--- src/pgn_pkg.sv ---
package pgn_pkg;

  // Default configuration of the noise block.
  localparam int TABLE_SIZE_DEF      = 256;
  localparam int COORD_FRAC_BITS_DEF = 16;

  // Fixed-point formats.
  localparam int FRAC_W    = 14;          // lattice offset and fade weight, Q0.14
  localparam int GRAD_W    = 16;          // one gradient component, Q1.14
  localparam int OFF_W     = FRAC_W + 1;  // signed corner offset
  localparam int MUL_W     = OFF_W + GRAD_W;
  localparam int LV_W      = 34;          // dot products and blended values, Q28
  localparam int PROD_W    = LV_W + 16;   // blend difference times weight
  localparam int W_W       = 16;          // fade term 3 - 2t in Q14
  localparam int THREE_Q14 = 3 << FRAC_W;
  localparam int OUT_W     = 16;

  // Operation codes on the input channel.
  typedef enum logic [1:0] {
    OP_EVAL    = 2'd0,
    OP_WR_PERM = 2'd1,
    OP_WR_GRAD = 2'd2,
    OP_UNUSED  = 2'd3
  } op_t;

  // Class of a queued item.
  typedef enum logic [1:0] {
    KIND_EVAL = 2'd0,
    KIND_PERM = 2'd1,
    KIND_GRAD = 2'd2
  } kind_t;

endpackage

--- src/pgn_front.sv ---
module pgn_front #(
  parameter int TABLE_SIZE      = pgn_pkg::TABLE_SIZE_DEF,
  parameter int COORD_FRAC_BITS = pgn_pkg::COORD_FRAC_BITS_DEF,
  localparam int IDX_W          = $clog2(TABLE_SIZE)
) (
  input  logic                                  clk,
  input  logic                                  rst_n,
  input  logic                                  in_valid,
  output logic                                  in_stall,
  input  logic [1:0]                            in_operation,
  input  logic signed [31:0]                    in_coord_x,
  input  logic signed [31:0]                    in_coord_y,
  input  logic signed [31:0]                    in_coord_z,
  input  logic [7:0]                            in_entry_index,
  input  logic [7:0]                            in_perm_value,
  input  logic signed [pgn_pkg::GRAD_W-1:0]     in_grad_x,
  input  logic signed [pgn_pkg::GRAD_W-1:0]     in_grad_y,
  input  logic signed [pgn_pkg::GRAD_W-1:0]     in_grad_z,
  output logic                                  q_valid,
  input  logic                                  q_pop,
  output pgn_pkg::kind_t                        q_kind,
  output logic [IDX_W-1:0]                      q_cx,
  output logic [IDX_W-1:0]                      q_cy,
  output logic [IDX_W-1:0]                      q_cz,
  output logic [pgn_pkg::FRAC_W-1:0]            q_fx,
  output logic [pgn_pkg::FRAC_W-1:0]            q_fy,
  output logic [pgn_pkg::FRAC_W-1:0]            q_fz,
  output logic [IDX_W-1:0]                      q_idx,
  output logic [7:0]                            q_pv,
  output logic [3*pgn_pkg::GRAD_W-1:0]          q_grad
);
  import pgn_pkg::*;

  localparam int FT_W = COORD_FRAC_BITS + FRAC_W;

  typedef struct packed {
    kind_t                 kind;
    logic [IDX_W-1:0]      cx;
    logic [IDX_W-1:0]      cy;
    logic [IDX_W-1:0]      cz;
    logic [FRAC_W-1:0]     fx;
    logic [FRAC_W-1:0]     fy;
    logic [FRAC_W-1:0]     fz;
    logic [IDX_W-1:0]      idx;
    logic [7:0]            pv;
    logic [3*GRAD_W-1:0]   grad;
  } entry_t;

  logic signed [31:0] crd [3];
  logic signed [31:0] shifted [3];
  logic [FT_W-1:0]    ftmp [3];
  logic [IDX_W-1:0]   cell_idx [3];
  logic [FRAC_W-1:0]  frac [3];
  logic [IDX_W+7:0]   idx_ext;
  entry_t             ent;
  kind_t              kind;
  entry_t             fifo_r [2];
  logic               wr_ptr_r;
  logic               rd_ptr_r;
  logic [1:0]         cnt_r;
  logic [1:0]         cnt_nxt;
  logic               accept;
  logic               push;

  assign crd[0] = in_coord_x;
  assign crd[1] = in_coord_y;
  assign crd[2] = in_coord_z;

  // Split each coordinate into its lattice cell (floor, wrapped) and a Q0.14 fraction.
  always_comb begin
    for (int a = 0; a < 3; a++) begin
      shifted[a]  = crd[a] >>> COORD_FRAC_BITS;
      cell_idx[a] = shifted[a][IDX_W-1:0];
      ftmp[a]     = {crd[a][COORD_FRAC_BITS-1:0], FRAC_W'(0)};
      frac[a]     = ftmp[a][FT_W-1:COORD_FRAC_BITS];
    end
  end

  // Classify the operation.
  always_comb begin
    case (in_operation)
      OP_EVAL:    kind = KIND_EVAL;
      OP_WR_PERM: kind = KIND_PERM;
      OP_WR_GRAD: kind = KIND_GRAD;
      default:    kind = KIND_EVAL;
    endcase
  end

  // The table index wraps at the table size.
  assign idx_ext = {{IDX_W{1'b0}}, in_entry_index};

  always_comb begin
    ent.kind = kind;
    ent.cx   = cell_idx[0];
    ent.cy   = cell_idx[1];
    ent.cz   = cell_idx[2];
    ent.fx   = frac[0];
    ent.fy   = frac[1];
    ent.fz   = frac[2];
    ent.idx  = idx_ext[IDX_W-1:0];
    ent.pv   = in_perm_value;
    ent.grad = {in_grad_x, in_grad_y, in_grad_z};
  end

  // Two-entry queue; the unused operation code is accepted and dropped.
  assign in_stall = (cnt_r == 2'd2);
  assign accept   = in_valid && !in_stall;
  assign push     = accept && (in_operation != OP_UNUSED);
  assign cnt_nxt  = cnt_r + 2'(push) - 2'(q_pop);

  always_ff @(posedge clk) begin
    if (!rst_n) begin
      cnt_r    <= 2'd0;
      wr_ptr_r <= 1'b0;
      rd_ptr_r <= 1'b0;
    end else begin
      cnt_r <= cnt_nxt;
      if (push) begin
        wr_ptr_r <= !wr_ptr_r;
      end
      if (q_pop) begin
        rd_ptr_r <= !rd_ptr_r;
      end
    end
  end

  always_ff @(posedge clk) begin
    if (push) begin
      fifo_r[wr_ptr_r] <= ent;
    end
  end

  // Queue head toward the back end.
  assign q_valid = (cnt_r != 2'd0);
  assign q_kind  = fifo_r[rd_ptr_r].kind;
  assign q_cx    = fifo_r[rd_ptr_r].cx;
  assign q_cy    = fifo_r[rd_ptr_r].cy;
  assign q_cz    = fifo_r[rd_ptr_r].cz;
  assign q_fx    = fifo_r[rd_ptr_r].fx;
  assign q_fy    = fifo_r[rd_ptr_r].fy;
  assign q_fz    = fifo_r[rd_ptr_r].fz;
  assign q_idx   = fifo_r[rd_ptr_r].idx;
  assign q_pv    = fifo_r[rd_ptr_r].pv;
  assign q_grad  = fifo_r[rd_ptr_r].grad;

endmodule

--- config.mk ---
export PLATFORM = sky130hd
export DESIGN_NAME = pgn_front
export DESIGN_NICKNAME = d
export VERILOG_FILES = /design/src/pgn_pkg.sv /design/src/pgn_front.sv
export SDC_FILE = /design/constraint.sdc
export NUM_CORES = 1
export LEC_CHECK = 0
export BUFFER_PORTS_ARGS = -buffer_cell sky130_fd_sc_hd__buf_2
export CAP_MARGIN = 15
export CORE_MARGIN = 2
export CORE_UTILIZATION = 55
export DETAILED_ROUTE_END_ITERATION = 10
export MAX_ROUTING_LAYER = met4
export PLACE_DENSITY = 0.9
export SYNTH_ARGS = -nofsm -noshare
export SYNTH_HDL_FRONTEND = slang
export SYNTH_SLANG_ARGS = --single-unit
export TNS_END_PERCENT = 100
--- constraint.sdc ---
create_clock -name clk -period 18.65 [get_ports clk]
set_input_delay 5.595 -clock clk [delete_from_list [all_inputs] [get_ports clk]]
set_output_delay 5.595 -clock clk [all_outputs]
set_load 0.01 [all_outputs]
==> results by stage, run 1 <==
Status:
- The run finished with clean final reports.

Critical path:
- The arrival time of the worst setup path is 3.20 ns.
- For the worst setup path, the data required time is 13.05 ns.
- The standard cell with the maximum stage delay on the critical path is dfxtp_4.
- The worst register-to-register path begins at cnt_r[1].
- The setup path with the least slack is of type reg -> out.
- The largest fanout on the critical path is 72.
- STA classifies the critical path startpoint as a register.
- The worst setup path is captured at an output port.
- The critical path goes through buf_4 > mux2_2 > buf_2.
- Setup slack on the worst reg-to-reg path comes out at approximately 15 ns.
- For this run, the slowest stage of the critical path takes 1.04 ns.

Die:
- The initial utilization of the core area, before any placement, comes to 0.5623.
- The die is 139.5 um tall.
- The number of cell rows is 49.
- From left edge to right edge, the die measures 139.5 um.
- The overall die area is 19,470 um2.
- The top-level I/O count is 300.
- The total area inside the core boundary comes to 17,960 um2.

GRT:
- Entering global routing, the biggest net connects between 80 and 90 pins.
- The global-route total usage across every layer is 0.1886.
- The first-pass GRT wire length is 27,970 um.
- After global routing the overflow that remains totals 0.
- The initial antenna violation count is 1.
- The via count of the first global-routing pass is between 5,000 and 6,000.

Synth:
- The count of yosys warnings during synthesis is 0.
- Sorting the synthesized cells by area gives the leading types as edfxtp_1 78%, mux2_4 12%, mux2_2 5.8%, buf_6 1.0%, dfxtp_1 0.99%.
- Yosys instantiated no cell more often than edfxtp_1.
- The post-synthesis cell type with the largest combined area is edfxtp_1.
- The number of distinct library cells after synthesis is 18.
- The sequential-to-total area share from yosys stat is 0.7947.
- The post-synthesis instance area is 10,100 um2.
- The gate count after technology mapping is 438.
- After synthesis, the most frequently instantiated cells are 264 x edfxtp_1, 80 x mux2_4, 52 x mux2_2, 9 x buf_6.
- Counting flops and latches in the post-synthesis netlist gives 269.
- In this run, synthesis inferred 264 flip-flops with an integrated enable.
- The net count after synthesis is between 600 and 700.
- The top cell type's share of synthesized area is 0.7848.
- Among all flip-flop cells after synthesis, the most frequent one is edfxtp_1.
- A synthesized cell averages 23.06 um2.
- The share of synthesized registers carrying an async set or reset is 0.

Clock tree:
- The number of clock sinks is around 270.
- The cell at the root of the clock tree is clkbuf_16.
- The clock tree from TritonCTS is yes.
- The H-tree depth is 1.
- Clock tree synthesis inserted a total of 27 buffers.
- The number of buffers inserted by hold repair at cts is 0.
- After clock tree synthesis, the clock-pin slew on the worst setup and hold paths is 0.06 ns.
- Counting along the longest clock path gives a buffer depth of 3.
- The number of gates resized after CTS was 0.
- The later-pin clock latency in the skew report is 0.51 ns.
- In this run the post-CTS setup repair buffer count came out at 0.

Timing:
- After layout, the minimum clock period comes to 8.796 ns.
- Across all hold checks on the routed design, the worst slack comes to approximately 0.54 ns.
- The number of max-slew violations in the final report was 0.
- The normalized max-slew margin is 0.2507.
- Setup repair after global routing left no endpoint under its margin.
- The slew at the pin closest to its max-slew limit is 1.124 ns.
- On the final layout, the worst clock skew is 0.005768 ns.
- Setup violations remaining at the end of the flow were counted as 0.
- The peak clock frequency supported by timing is 113.7 MHz.
- The sum of negative setup slack is 0 ns.
- The final count of hold timing violations is 0.
- Of the available clock period, the critical path in the final layout requires 0.4716.

Power:
- Summed over all nets, the switching power comes to around 0.33 mW.
- The leakage power summed over all cells is 4.846 nW.
- The share of power burned in combinational logic is 0.141.
- The share of total power dissipated in the clock network is 0.345.
- The internal power contribution is 1.141 mW.
- The maximum vdd drop is 0.1172 mV.
- The fraction of power consumed by sequential logic is 0.515.
- The fraction of power spent switching nets is 0.2243.
- Power spread over the standard cell area amounts to between 100 and 150 nW/um2.

Final layout:
- The fraction of layout instances using a drive strength above 1 is 0.5987.
- The filler cells instantiated in the layout total roughly 1,100.
- The net count reported at finish is between 800 and 900.
- Once layout is complete, the utilization of the core stands at 0.6958.
- Registers take 8031 um2.
- The synthesis-to-finish area growth is 23.73%.
- Summing all multi-input logic gate instances after layout gives 1939 um2.
- Summing all non-filler instances in the final layout gives an area of roughly 12,000 um2.

Detailed routing:
- In the routed layout, each cell is associated on average with a via count of 5.205.
- The number of DRC markers in iteration 0 is between 200 and 250.
- For this run, design rule violations remaining after detail routing come to 0.
- The mean routed wirelength per cell is 18.99 um.
- The number of detailed-routing iterations run before antenna repair is 6.
- Once detail routing completed, the nets flagged for antenna violations numbered 0.
- The via count of the routed design is approximately 5,100.
- The total length of routed wires is approximately 19,000 um.

Job:
- The number of max-capacitance violations reported is 0.

Min path:
- The class of the tightest hold or removal check is reg -> reg.
- The start point of the worst hold path is wr_ptr_r.

Placed design:
- Port buffering added 269 buffers.
- Summed over all nets, the half-perimeter wirelength after detailed placement is 12,420 um.
- After detailed placement, the total cell area comes to 11,650 um2.
- The final RePlAce weighted congestion is 0.7736.
worst max-delay path, delay by kind of cell, from the launching register on:
family,cells,cell delay (ns)
buffers and inverters,2,1.11
DFF,1,1.04
muxes,1,0.42
path summary, 6_finish.rpt:
| kind | cells after the start | end |
|---|---|---|
| worst min-delay path | 2 | wr_ptr_r |
| worst max-delay path | 3 | q_kind[1] |
| worst min register to register | 2 | wr_ptr_r |
| worst max register to register | 5 | fifo_r[0][113] |
layout make-up:
cell class                      instances  area share
Clock inverter                          9    0.007508
Antenna cell                            2   0.0004004
Sequential cell                       269      0.6426
Timing Repair Buffer                  274      0.1107
Tap cell                              229     0.02293
Clock buffer                           39     0.06007
Inverter                                2   0.0006007
Multi-Input combinational cell        152      0.1552
cells by family after synthesis:
family,synth area share
buf+inv,0.01474
simple gates,0.007557
fa+ha+maj,0.002477
mux,0.1779
flops,0.7947
xor+xnor,0.002602
cell usage in the layout (no fill, tap or decap):
| master | Yosys | routed |
|---|---|---|
| buf_2 | 5 | 269 |
| edfxtp_1 | 264 | 264 |
| mux2_4 | 80 | 80 |
| mux2_2 | 52 | 52 |
| clkbuf_16 | 0 | 27 |
| clkbuf_1 | 0 | 9 |
| buf_4 | 0 | 5 |
| and2_1 | 4 | 4 |
| dfxtp_1 | 5 | 4 |
| nor2b_1 | 3 | 3 |
| nand2_1 | 3 | 3 |
| clkbuf_8 | 0 | 3 |
| clkinv_2 | 0 | 3 |
| clkinv_1 | 0 | 3 |
| diode_2 | 0 | 2 |
| inv_1 | 2 | 2 |
| nor2_4 | 0 | 2 |
| xnor2_1 | 2 | 2 |
| ha_1 | 2 | 2 |
| bufinv_16 | 0 | 2 |
| nand3b_1 | 1 | 1 |
| or2_2 | 1 | 1 |
| xor2_1 | 1 | 1 |
| mux2i_1 | 1 | 1 |
| dfxtp_4 | 0 | 1 |
| clkinvlp_4 | 0 | 1 |
layer usage:
layer | GRT usage | share of wire | vias to the layer above
met5 | - | 0 | -
met4 | 0.06699 | 0.032 | 0
met3 | 0.04095 | 0.080 | 50
met2 | 0.3222 | 0.50 | 248
met1 | 0.2225 | 0.38 | 2472
li1 | - | - | 2310
sequential cells by signal, indices dropped and copies added (netlist names), named ones only:
signal    count
cnt_r         2
wr_ptr_r      1
fifo_r      264
rd_ptr_r      1
metrics by stage:
| stage | std cells | setup slack [ns] | total power, mW |
|---|---|---|---|
| final | 976 | 9.854 | 1.471 |
| after global routing | 975 | 9.673 | 1.525 |
| after CTS | 974 | 9.838 | 1.486 |
| after detailed placement | 926 | 9.978 | 0.9786 |
| after global placement | 926 | 10.16 | 0.9661 |
| after floorplan | 438 | 6.724 | 0.9051 |
power groups by stage:
stage | registers, mW | logic (mW) | clock network, mW
finish | 0.758 | 0.207 | 0.507
detailed placement | 0.771 | 0.208 | 0
floorplan | 0.770 | 0.135 | 0
global route | 0.763 | 0.221 | 0.541
CTS | 0.759 | 0.210 | 0.518
global placement | 0.765 | 0.201 | 0
Note: power is estimated with default switching activity, not from simulation.
==> inputs of run 2 (changes only) <==
--- a/config.mk
+++ b/config.mk
@@ -5,13 +5,14 @@
 export SDC_FILE = /design/constraint.sdc
 export NUM_CORES = 1
 export LEC_CHECK = 0
+export ABC_AREA = 1
 export BUFFER_PORTS_ARGS = -buffer_cell sky130_fd_sc_hd__buf_2
 export CAP_MARGIN = 15
 export CORE_MARGIN = 2
-export CORE_UTILIZATION = 55
+export CORE_UTILIZATION = 46
 export DETAILED_ROUTE_END_ITERATION = 10
 export MAX_ROUTING_LAYER = met4
-export PLACE_DENSITY = 0.9
+export PLACE_DENSITY = 0.81
 export SYNTH_ARGS = -nofsm -noshare
 export SYNTH_HDL_FRONTEND = slang
 export SYNTH_SLANG_ARGS = --single-unit
==> constraint.sdc (replaced) <==
create_clock -name clk -period 7.4 [get_ports clk]
set_input_delay 2.22 -clock clk [delete_from_list [all_inputs] [get_ports clk]]
set_output_delay 2.22 -clock clk [all_outputs]
set_load 0.01 [all_outputs]
==> run 2 against run 1 <==
Compared with the run above:
- synthesized cell count increased by 3.0%
- via count decreased by 1.0%
- highest routed layer unchanged
- clock power increased to 2.7 times the previous value
==> results by stage, run 2 <==
Clock tree:
- TritonCTS built the clock tree.
- The cell at the root of the clock tree is clkbuf_16.
- The later-pin clock latency in the skew report is 0.52 ns.
- The post-CTS clock slew at the launch and capture registers of the worst setup and hold paths is ~0.06 ns.
- The deepest clock path buffer count is 3.
- The number of clock sinks is 269.
- Gates resized during post-CTS repair numbered 0.
- The number of buffers inserted by hold repair at cts is 0.
- The number of clock buffers added by TritonCTS is 28.
- The setup fix buffers added after clock tree synthesis is 0.
- CTS built an H-tree with a depth of 1.

Job:
- The tool flagged a number of max-cap violations equal to 0.

Critical path:
- The start-to-end type of the worst setup path is reg -> out.
- In this run the register-to-register setup slack is between 4 and 5 ns.
- The category of the worst setup path capture point is an output port.
- The endpoint identified for the worst register-to-register timing path is fifo_r[0][52].
- The worst register-to-register path begins at cnt_r[1].
- The startpoint type of the worst setup path is a register.
- STA puts the critical path data arrival time at 2.55 ns.
- Data on the critical path is required at its endpoint by around 5.2 ns.
- Of all nets on the critical path, the largest fanout is 80.
- For the worst flop-to-flop path, the logic depth is 6.

Detailed routing:
- The first detailed-routing pass ran for 4 iterations.
- The total length of routed wires is 18,200 um.
- For this block, the initial DRC count from the detailed router was 193.
- The DRC violation count after routing is 0.
- The routed layout has approximately 5,000 vias.
- Dividing the detail-routed wire length by the instance count gives 17.52 um.
- The average vias per placed instance is 4.840.
- In this run the remaining antenna-violating nets after routing total 0.

Power:
- Of the total power, the share spent switching nets is 0.2134.
- The fraction of power consumed by sequential logic is 0.509.
- In this run the power density over the cells is approximately 280 nW/um2.
- The share of total power dissipated in the clock network is 0.387.
- Summed over all cells, the static leakage comes to 4.915 nW.
- The analysis attributes to net switching a power of between 0.7 and 0.8 mW.
- The internal power contribution is 2.826 mW.
- The worst-case IR drop observed on VDD is between 0.2 and 0.25 mV.
- The share of power burned in combinational logic is 0.104.

Timing:
- Setup repair after global routing left no endpoint under its margin.
- The normalized max-slew margin is 0.3100.
- On the final layout, the worst hold slack is 0.5117 ns.
- Setup violations remaining at the end of the flow were counted as 0.
- After routing, the total negative slack on setup checks comes to 0 ns.
- Derived from the worst setup path, the maximum achievable clock frequency is 209.6 MHz.
- The number of max-slew violations in the final report came to 0.
- The ratio of final minimum period to clock period is 0.6446.
- The final count of hold timing violations came to 0.
- For the final database, setup skew stands at 0.007213 ns.
- For the pin with the worst max-slew slack, the measured transition is 1.033 ns.
- After layout, the minimum clock period comes to 4.770 ns.

Final layout:
- The register with the most flip-flops in the layout has 264 of them.
- In the final layout, the registers with the most flip-flops are fifo_r x264, cnt_r x2.
- Leaving out fill and tap cells, the most frequent cells in the layout are 269 x buf_2, 264 x edfxtp_1, 80 x mux2_4.
- The fraction of layout instances using a drive strength above 1 is 0.5918.
- The count of non-filler cells in the finished layout is 1,039.
- The number of fill cells in the layout is ~1,700.
- The area of the multi-input gates is 1921 um2.
- From synthesis to final layout, the design area changed by 25.12%.
- At the end of the flow, the number of nets in the layout was 907.
- The final cell area excluding filler cells is 12,650 um2.
- Ranked by flip-flop count, first place goes to fifo_r.
- The library cell used most frequently in the layout, excluding fill and tap cells, is buf_2.
- Registers take 8031 um2.

Die:
- After floorplanning, the core was divided into 54 placement rows.
- The overall die area is about 23,000 um2.
- The vertical extent of the die is 152.3 um.
- The width of the die is about 150 um.
- For this configuration, the core starts out at a cell density of 0.4663.
- The top-level I/O count is 300.
- In this run the standard cell core region covers 21,690 um2.

Synth:
- The synthesized netlist contains 15 unique library cells.
- The count of yosys warnings during synthesis is 0.
- In this run, synthesis produced a sequential element count of 269.
- For this run, the leading register cell type out of synthesis is edfxtp_1.
- The average cell area after synthesis is 22.42 um2.
- The biggest area contributor in the post-synthesis netlist is edfxtp_1.
- The net count after synthesis is 619.
- The cell with the most instances after synthesis is edfxtp_1.
- The share of synthesized registers carrying an async set or reset is 0.
- The count of flip-flops with a built-in enable after synthesis is between 200 and 300.
- The sequential-to-total area share from yosys stat is 0.7939.
- By count the netlist is led by 264 x edfxtp_1, 80 x mux2_4, 52 x mux2_2, 11 x nor2_1, 10 x nand2_1.
- Counting every instance in the synthesized netlist gives 451.
- The top cell type's share of synthesized area is 0.7840.
- After synthesis the cells add up to 10,110 um2.
- Ranked by total cell area, the synthesized netlist is headed by edfxtp_1 78%, mux2_4 12%, mux2_2 5.8%, buf_6 1.0%, dfxtp_1 0.99%.

GRT:
- The first-pass GRT wire length is 28,100 um.
- The initial antenna violation count was 2.
- The largest net degree at the start of global routing is 81.
- The total overflow left after global routing is 0.
- For this run, the total global-route usage over all layers was measured as 0.1578.
- The via count of the first global-routing pass is 5,386.

Min path:
- The start point of the worst hold path is rd_ptr_r.
- The worst hold path passes through 2 cells.
- The worst hold endpoint is rd_ptr_r.
- The worst hold path belongs to the class reg -> reg.

Status:
- The flow ran to the end, and the final reports show no timing, DRC or antenna violations.

Placed design:
- The final RePlAce weighted congestion is just over 0.7.
- The placement-stage cell area is 11,730 um2.
- The number of buffers added on ports is 269.
- The HPWL after detailed placement is 11,760 um.
- The count of placed standard cells including taps is 989.
==> run 2: final cells by class <==
cell class / instances / share of cell area
Sequential cell: 269 / 0.6348
Multi-Input combinational cell: 159 / 0.1518
Timing Repair Buffer: 273 / 0.1098
Clock buffer: 34 / 0.05884
Tap cell: 280 / 0.02769
Clock inverter: 14 / 0.01394
Inverter: 8 / 0.002769
Antenna cell: 2 / 0.0003956
==> run 2: kinds of logic after synthesis <==
kind of cell    count (synthesis)  share of synthesized area
compound gates                  1                  0.0004945
fa+ha+maj                       2                   0.002474
buf+inv                        23                    0.01695
flops                         269                     0.7939
mux                           132                     0.1767
simple gates                   24                   0.009528
==> run 2: worst max-delay path by stage <==
stage	from	endpoint	cells past startpoint	slack [ns]
after global routing	register	q_grad[47]	3	2.46
after CTS	register	q_grad[43]	3	2.52
after detailed placement	in_operation[1]	fifo_r[0][80]	7	2.75
final	register	q_grad[46]	3	2.63
after floorplan	in_operation[1]	fifo_r[0][0]	5	1.02
after global placement	in_operation[1]	fifo_r[0][78]	7	2.74
==> run 2: power groups by stage <==
stage	combinational, mW	sequential [mW]	clock, mW
finish	0.375	1.83	1.39
global route	0.406	1.84	1.48
CTS	0.383	1.83	1.43
detailed placement	0.381	1.86	0
global placement	0.374	1.85	0
floorplan	0.238	1.85	0
==> run 2: stage by stage <==
step / worst slack [ns] / utilization / total power, mW
after floorplan: 1.021 / - / 2.091
after global placement: 2.741 / 0.5407 / 2.228
after detailed placement: 2.753 / 0.5407 / 2.242
after CTS: 2.518 / 0.5831 / 3.639
after global routing: 2.459 / 0.5834 / 3.724
final: 2.630 / 0.5834 / 3.593
==> run 2: worst max-delay path: stages, from the launching register on <==
cell and delay, ns:
dfxtp_4 0.90, buf_12 0.51, mux2_2 0.41, buf_2 0.15
==> run 2: layer usage <==
layer  up-vias  GRT usage  wire [um]
li1       2354          -          -
met1      2420     0.1746       6946
met2       207     0.2739       9174
met3        48    0.04352       1444
met4         0    0.05741        634
met5         -          -          0
